$ cat src/rtl/core/tat_pkg.sv
// Shared types and constants of the thermistor ADC to temperature block.
// Depends on nothing; every other file of the block but tat_div_pipe imports it.
package tat_pkg;

  localparam int SER_W      = 20;   // resistance registers
  localparam int BETA_W     = 14;
  localparam int NTEMP_W    = 15;
  localparam int TEMP_W     = 17;
  localparam int CFG_IDX_W  = 2;
  localparam int CFG_DATA_W = 20;

  // Log values are e*2^30 + fraction, sized for ADC readings up to 16 bits.
  localparam int LOG_FRAC_W = 30;
  localparam int LOG_W      = 36;
  localparam int D_W        = 37;
  localparam int MAG_W      = 36;
  localparam int MAG_LO_W   = 18;
  localparam int PP_W       = MAG_LO_W + 28;
  localparam int X_SUM_W    = 64;
  localparam int T1_W       = 46;
  localparam int INV_W      = 48;
  localparam int TERM0_W    = 34;
  localparam int T0K_W      = 16;
  localparam int T0_NUM_W   = 47;

  localparam logic [27:0]        LN2_Q28      = 28'd186065279;
  localparam logic [INV_W-1:0]   HUNDRED_Q40  = 48'd100 << 40;
  localparam logic [TEMP_W-1:0]  KELVIN_CENTI = 17'd27315;
  localparam logic [TEMP_W-1:0]  TEMP_MAX     = 17'd50000;
  localparam logic [TEMP_W-1:0]  TEMP_MIN     = 17'h1D8F0;  // -10000

  typedef enum logic [CFG_IDX_W-1:0] {
    REG_SERIES  = 2'd0,
    REG_NOMINAL = 2'd1,
    REG_BETA    = 2'd2,
    REG_NTEMP   = 2'd3
  } cfg_reg_t;

  typedef enum logic [1:0] {
    CFG_IDLE,
    CFG_LAUNCH,
    CFG_WAIT
  } cfg_state_t;

  // Values derived from the registers, handed to the arithmetic back end.
  typedef struct packed {
    logic [SER_W-1:0]   series;
    logic [BETA_W-1:0]  beta;
    logic [LOG_W-1:0]   lnom;
    logic [TERM0_W-1:0] term0;
  } tat_cfg_t;

endpackage

$ cat src/rtl/core/tat_front.sv
// Front end: takes readings, clamps them into range and queues them.
// Depends on tat_pkg.
module tat_front #(
  parameter int ADC_BITS = 10
) (
  input  logic                clk,
  input  logic                rst_n,
  input  logic                accept_i,
  input  logic [ADC_BITS-1:0] raw_i,
  output logic                full_o,
  output logic                valid_o,
  output logic [ADC_BITS-1:0] raw_o,
  output logic                clamped_o
);
  import tat_pkg::*;

  localparam int QUEUE_DEPTH = 2;
  localparam int PTR_W       = $clog2(QUEUE_DEPTH);
  localparam logic [ADC_BITS-1:0] FS = {ADC_BITS{1'b1}};

  logic [ADC_BITS:0]      mem [0:QUEUE_DEPTH-1];
  logic [PTR_W-1:0]       wr_ptr_r, rd_ptr_r;
  logic [PTR_W:0]         count_r;
  logic [ADC_BITS-1:0]    raw_fix;
  logic                   clamp;
  logic                   pop;

  always_comb begin
    raw_fix = raw_i;
    clamp   = 1'b0;
    if (raw_i == '0) begin
      raw_fix = ADC_BITS'(1);
      clamp   = 1'b1;
    end else if (raw_i == FS) begin
      raw_fix = FS - ADC_BITS'(1);
      clamp   = 1'b1;
    end
  end

  // The back end never stalls, so the head leaves whenever there is one.
  assign pop       = (count_r != '0);
  assign valid_o   = pop;
  assign full_o    = (count_r == (PTR_W+1)'(QUEUE_DEPTH));
  assign raw_o     = mem[rd_ptr_r][ADC_BITS-1:0];
  assign clamped_o = mem[rd_ptr_r][ADC_BITS];

  always_ff @(posedge clk) begin
    if (accept_i) mem[wr_ptr_r] <= {clamp, raw_fix};
  end

  always_ff @(posedge clk) begin
    if (!rst_n) begin
      wr_ptr_r <= '0;
      rd_ptr_r <= '0;
      count_r  <= '0;
    end else begin
      if (accept_i) wr_ptr_r <= wr_ptr_r + PTR_W'(1);
      if (pop)      rd_ptr_r <= rd_ptr_r + PTR_W'(1);
      count_r <= count_r + (PTR_W+1)'(accept_i) - (PTR_W+1)'(pop);
    end
  end

endmodule

$ cat config.mk
export PLATFORM = sky130hd
export DESIGN_NAME = tat_front
export DESIGN_NICKNAME = d
export VERILOG_FILES = /design/src/rtl/core/tat_pkg.sv /design/src/rtl/core/tat_front.sv
export SDC_FILE = /design/constraint.sdc
export NUM_CORES = 1
export LEC_CHECK = 0
export BUFFER_PORTS_ARGS = -buffer_cell sky130_fd_sc_hd__buf_2
export CAP_MARGIN = 20
export CORE_MARGIN = 5
export CORE_UTILIZATION = 51
export CTS_BUF_LIST = sky130_fd_sc_hd__clkbuf_4 sky130_fd_sc_hd__clkbuf_8 sky130_fd_sc_hd__clkbuf_16
export CTS_CLUSTER_SIZE = 8
export DETAILED_ROUTE_END_ITERATION = 6
export PLACE_DENSITY = 0.76
export SLEW_MARGIN = 0
export SYNTH_ARGS = -nofsm -noshare
export SYNTH_HDL_FRONTEND = slang
export SYNTH_SLANG_ARGS = --single-unit
$ cat constraint.sdc
create_clock -name clk -period 1.5 [get_ports clk]
set_input_delay 0.225 -clock clk [delete_from_list [all_inputs] [get_ports clk]]
set_output_delay 0.225 -clock clk [all_outputs]
set_load 0.01 [all_outputs]
======== After elaboration in Yosys (flattened, before gate mapping) ========
Memory sizes are Yosys's and may differ from the RTL's. A register that Yosys moved wholly into a read port is not among the register bits.
Cells that the tools add are included.
word-level totals
  input port bits ......................... 13
  bits in registers ....................... 4
  memories ................................ 1
  bits in writable memories ............... 22
  output and inout bits ................... 13
operators by class
  equality and inequality tests ........... 2
  $add $sub $neg .......................... 4
  reductions and logical operators ........ 2
  muxes and demuxes ....................... 8
memories
  memory  depth  bits a word  read ports  clocked after memory_dff  wr ports  line             source
  mem     2      11           1           1                         1         tat_front.sv:21  logic [ADC_BITS:0] mem [0:QUEUE_DEPTH-1];
operators with widths
  kind                                    number
  two-way mux 10 bit                      2
  == test 10 bit (second input constant)  1
  logical NOT 10 bit                      1
  two-way mux 1 bit                       6
  adder 1 bit (second input constant)     2
  adder 2 x 1 -> 2 bit                    1
  == test 2 bit (second input constant)   1
  nonzero test 2 bit                      1
  subtractor 2 x 1 -> 2 bit               1

======== Longest topological paths before layout ========
  word-level depth ........................ 3
  mapped depth ............................ 4
  mapped depth without buffers ............ 4

======== Worst setup path after synthesis ========
No wires, ideal clock.
  path type ............................... register -> register
  start ................................... register wr_ptr_r
  end ..................................... memory mem[0][0] (netlist bit), enable pin
  stages on the path, launching flop included .. 2
  slack ................................... 0.259 ns
  clock period less this slack ............ 1.241 ns
  required time ........................... 1.119 ns
  library setup time ...................... 0.381 ns
  arrival ................................. 0.860 ns
  cell sequence ........................... dfxtp_1 > nor2b_1
RTL lines
  element                 line             source
  start, declared         tat_front.sv:22  logic [PTR_W-1:0] wr_ptr_r, rd_ptr_r;
  start signal, assigned  tat_front.sv:57  if (accept_i) wr_ptr_r <= wr_ptr_r + PTR_W'(1);
  end, declared           tat_front.sv:21
No word-level cell before the write port.

==> results.py <==
metrics = {
    "status": {
        "status": "finished, final reports clean",
    },
    "route": {
        "antenna_left": 0,
        "viasPerCell": 5.048,
        "vias": 636,
        "drt_iter0_drc": 17,
        "dr.pass1.iters": 4,
        "drc": 0,
        "wirelength_microns": 1836,
        "wire_per_inst_microns": 14.57,
    },
    "setup_path": {
        "critPathMaxFanout": 6,
        "crit_path_end_kind": "output port",
        "slowest_delay_ns": 0.38,
        "cp_num_cells": 3,
        "crit_type": "flip-flop to output port",
        "r2r_slack_ns": 0.46,
        "required_ns": 1.27,
        "cp-start-kind": "flip-flop",
        "worst-path-buf-inv": 2,
        "path_delay_family": "flip-flops",
        "cp_data_arrival_time_ns": 1.27,
        "cp_slowest_cell": "dfxtp_2",
        "cp_cell_sequence": "buf_6 > mux2_4 > buf_6",
        "crit_top_cell": "buf_6",
        "reg2regPathDepth": 4,
    },
    "floorplanning": {
        "start_util_pct": 54.94,
        "dieArea_sq_um": 3185,
        "rows": 16,
        "core_area_sq_um": 2002,
        "boundaryPins": 26,
        "die_w_microns": 56.44,
        "die_h_microns": 56.44,
    },
    "final_layout": {
        "fin_cells": 126,
        "nNetsFinal": 114,
        "area_growth_syn_to_layout_pct": 26.96,
        "num_antenna_cells": 0,
        "num-fill-cells": 135,
        "drive_above_1_share_pct": 46.46,
    },
    "flow_run": {
        "cap_viol_max_count": 0,
    },
    "logic_synthesis": {
        "synth-seq-cells": 27,
        "synth_area_per_cell_sq_um": 14.47,
        "synthCells": 76,
        "synth_cell_type_count": 23,
        "yosysSeqAreaShare_pct": 69.17,
        "synth_area_sq_um": 1100,
        "yosysWarnings": 0,
        "syn_nets": 90,
    },
    "power_and_ir_drop": {
        "vdd_drop_max_v": 0.0006976,
        "power_density_nw_per_um2": 993.0,
        "power_leakage_nw": 0.5630,
    },
    "clock_tree": {
        "post_cts_buffers": 0,
        "ctsHoldBuffers": 0,
        "root_buffer": "clkbuf_4",
        "cts_buffers": 3,
        "cts_tree": "done",
        "clock_latency_ns": 0.31,
        "clk_path_buf_depth": 2,
        "cts_num_sinks": 27,
        "cts_max_level": 1,
        "clk_pin_slew_ns": 0.13,
    },
    "timing": {
        "worstMarginPinSlew_ns": 0.2037,
        "fmax_mhz": 666.7,
        "setup_viol": 0,
        "hold_viol": 0,
        "grt_setup_unrepaired": "true",
        "period_share_pct": 99.99,
        "fin_worst_skew_ns": 0.003707,
        "period_needed_ns": 1.500,
        "fin_setup_tns_ns": 0,
        "slew_viol_final": 0,
        "relSlewSlack_pct": 86.30,
    },
    "place": {
        "place_inst": 121,
        "place_congestion": 0.7180,
        "port_buffers": 25,
        "dp_hpwl_microns": 1262,
    },
    "global_routing": {
        "met2_usage_pct": 19.97,
        "first_global_vias": 628,
        "antenna_found_initial": 0,
        "use_met3_pct": 2.982,
        "busiest_layer": "met2",
        "grt_overflow": 0,
        "track_usage_pct": 11.87,
        "grt_start_max_net_pins": 15,
        "grt_use_met1_pct": 13.82,
        "grt_pass1_wl_microns": 2773,
    },
    "min_path": {
        "whs_path_depth": 1,
        "min_path_type": "primary input to flip-flop",
    },
}
-- cells by family (layout without fill, tap and decap cells) --
kind of cell	Yosys count	after routing	synth area share [%]
AOI/OAI and AO/OA	3	3	1.820
adders and majority gates	1	1	1.137
and+or+nand+nor	22	22	11.72
DFF	27	27	69.17
buffers and inverters	11	34	4.095
xor gates and xnor gates	1	1	0.7965
muxes	11	11	11.26
-- path summary, 6_finish.rpt --
kind	from	endpoint
min	raw_i[4]	mem[1][4]$_DFFE_PP_
max	flip-flop	raw_o[6]
max reg2reg	count_r[1]$_SDFF_PN0_	count_r[1]$_SDFF_PN0_
min reg2reg	rd_ptr_r$_SDFFE_PN0N_	rd_ptr_r$_SDFFE_PN0N_
-- cells in the final DEF, fill, tap and decap left out --
| cell | n |
|---|---|
| or3_1 | 1 |
| nor4_2 | 1 |
| buf_2 | 14 |
| nor2b_1 | 4 |
| o21bai_1 | 1 |
| o21a_1 | 1 |
| dfxtp_1 | 4 |
| and2_1 | 3 |
| and3_1 | 2 |
| a21oi_1 | 1 |
| buf_4 | 2 |
| dfxtp_2 | 1 |
| ha_1 | 1 |
| nor4_1 | 1 |
| buf_6 | 13 |
| or2_1 | 1 |
| nor3_1 | 2 |
| edfxtp_1 | 22 |
| inv_1 | 1 |
| nor2_1 | 1 |
| xnor2_1 | 1 |
| nand4_1 | 1 |
| nand3_1 | 2 |
| nand2_1 | 3 |
| clkbuf_4 | 4 |
| mux2_4 | 11 |
-- synthesized netlist by cell type (all sizes together) --
| library cell | count | share of area, % |
|---|---|---|
| edfxtp | 22 | 60 |
| nor3 | 2 | 0.91 |
| nand3 | 2 | 0.91 |
| or2 | 1 | 0.57 |
| xnor2 | 1 | 0.80 |
| nor2 | 1 | 0.34 |
| o21bai | 1 | 0.68 |
| and2 | 3 | 1.7 |
| mux2 | 11 | 11 |
| buf | 1 | 0.68 |
| nor4 | 2 | 1.7 |
| nor2b | 4 | 2.3 |
| ha | 1 | 1.1 |
| nand4 | 1 | 0.57 |
| and3 | 2 | 1.1 |
| dfxtp | 5 | 9.1 |
| inv | 1 | 0.34 |
| o21a | 1 | 0.68 |
| a21oi | 1 | 0.45 |
| or3 | 1 | 0.57 |
| nand2 | 3 | 1.0 |
| clkbuf | 9 | 3.1 |
-- flip-flops by register name (all words and copies together) (netlist names), named ones only --
register and cells:
count_r 2, wr_ptr_r 1, rd_ptr_r 1, mem 22
-- repair_timing --
item | in CTS | in global routing
endpoints found under the setup margin | 11 | 11
gates resized for setup | 20 | 6
gates cloned | 1 | 0
-- power by group --
part / leakage [nW] / switching (mW) / internal (mW)
sequential: 0.247 / 0.0125 / 0.850
clock: 0.0184 / 0.192 / 0.122
combinational: 0.297 / 0.0895 / 0.121
-- layer usage --
layer,vias up,wire [microns]
met3,2,108
met1,301,765
met4,0,12
li1,314,-
met2,19,948
met5,-,0
-- cell type report --
| class | count | area (sq um) | share of cell area [%] |
|---|---|---|---|
| clock buffer | 4 | 30.03 | 2.151 |
| inverter | 1 | 3.754 | 0.2688 |
| multi-input combinational | 38 | 335.3 | 24.01 |
| sequential | 27 | 762.0 | 54.57 |
| tap | 27 | 33.78 | 2.419 |
| timing repair buffer | 29 | 231.5 | 16.58 |
-- metrics by stage --
step | util [%] | setup WS, ns | power, mW | instance area [sq um] | hold slack [ns]
final | 69.75 | 0.0001286 | 1.387 | 1396 | 0.1248
after global routing | 69.75 | -0.06832 | 1.460 | 1396 | 0.09779
after CTS | 68.63 | -0.02708 | 1.391 | 1374 | 0.1116
after detailed placement | 61.94 | 0.2976 | 1.028 | 1240 | 0.4504
after global placement | 61.94 | 0.3119 | 1.022 | 1240 | 0.4476
after floorplan | - | 0.2591 | 0.9633 | 1100 | 0.3425
No activity file was read; power rests on OpenSTA's default activity.
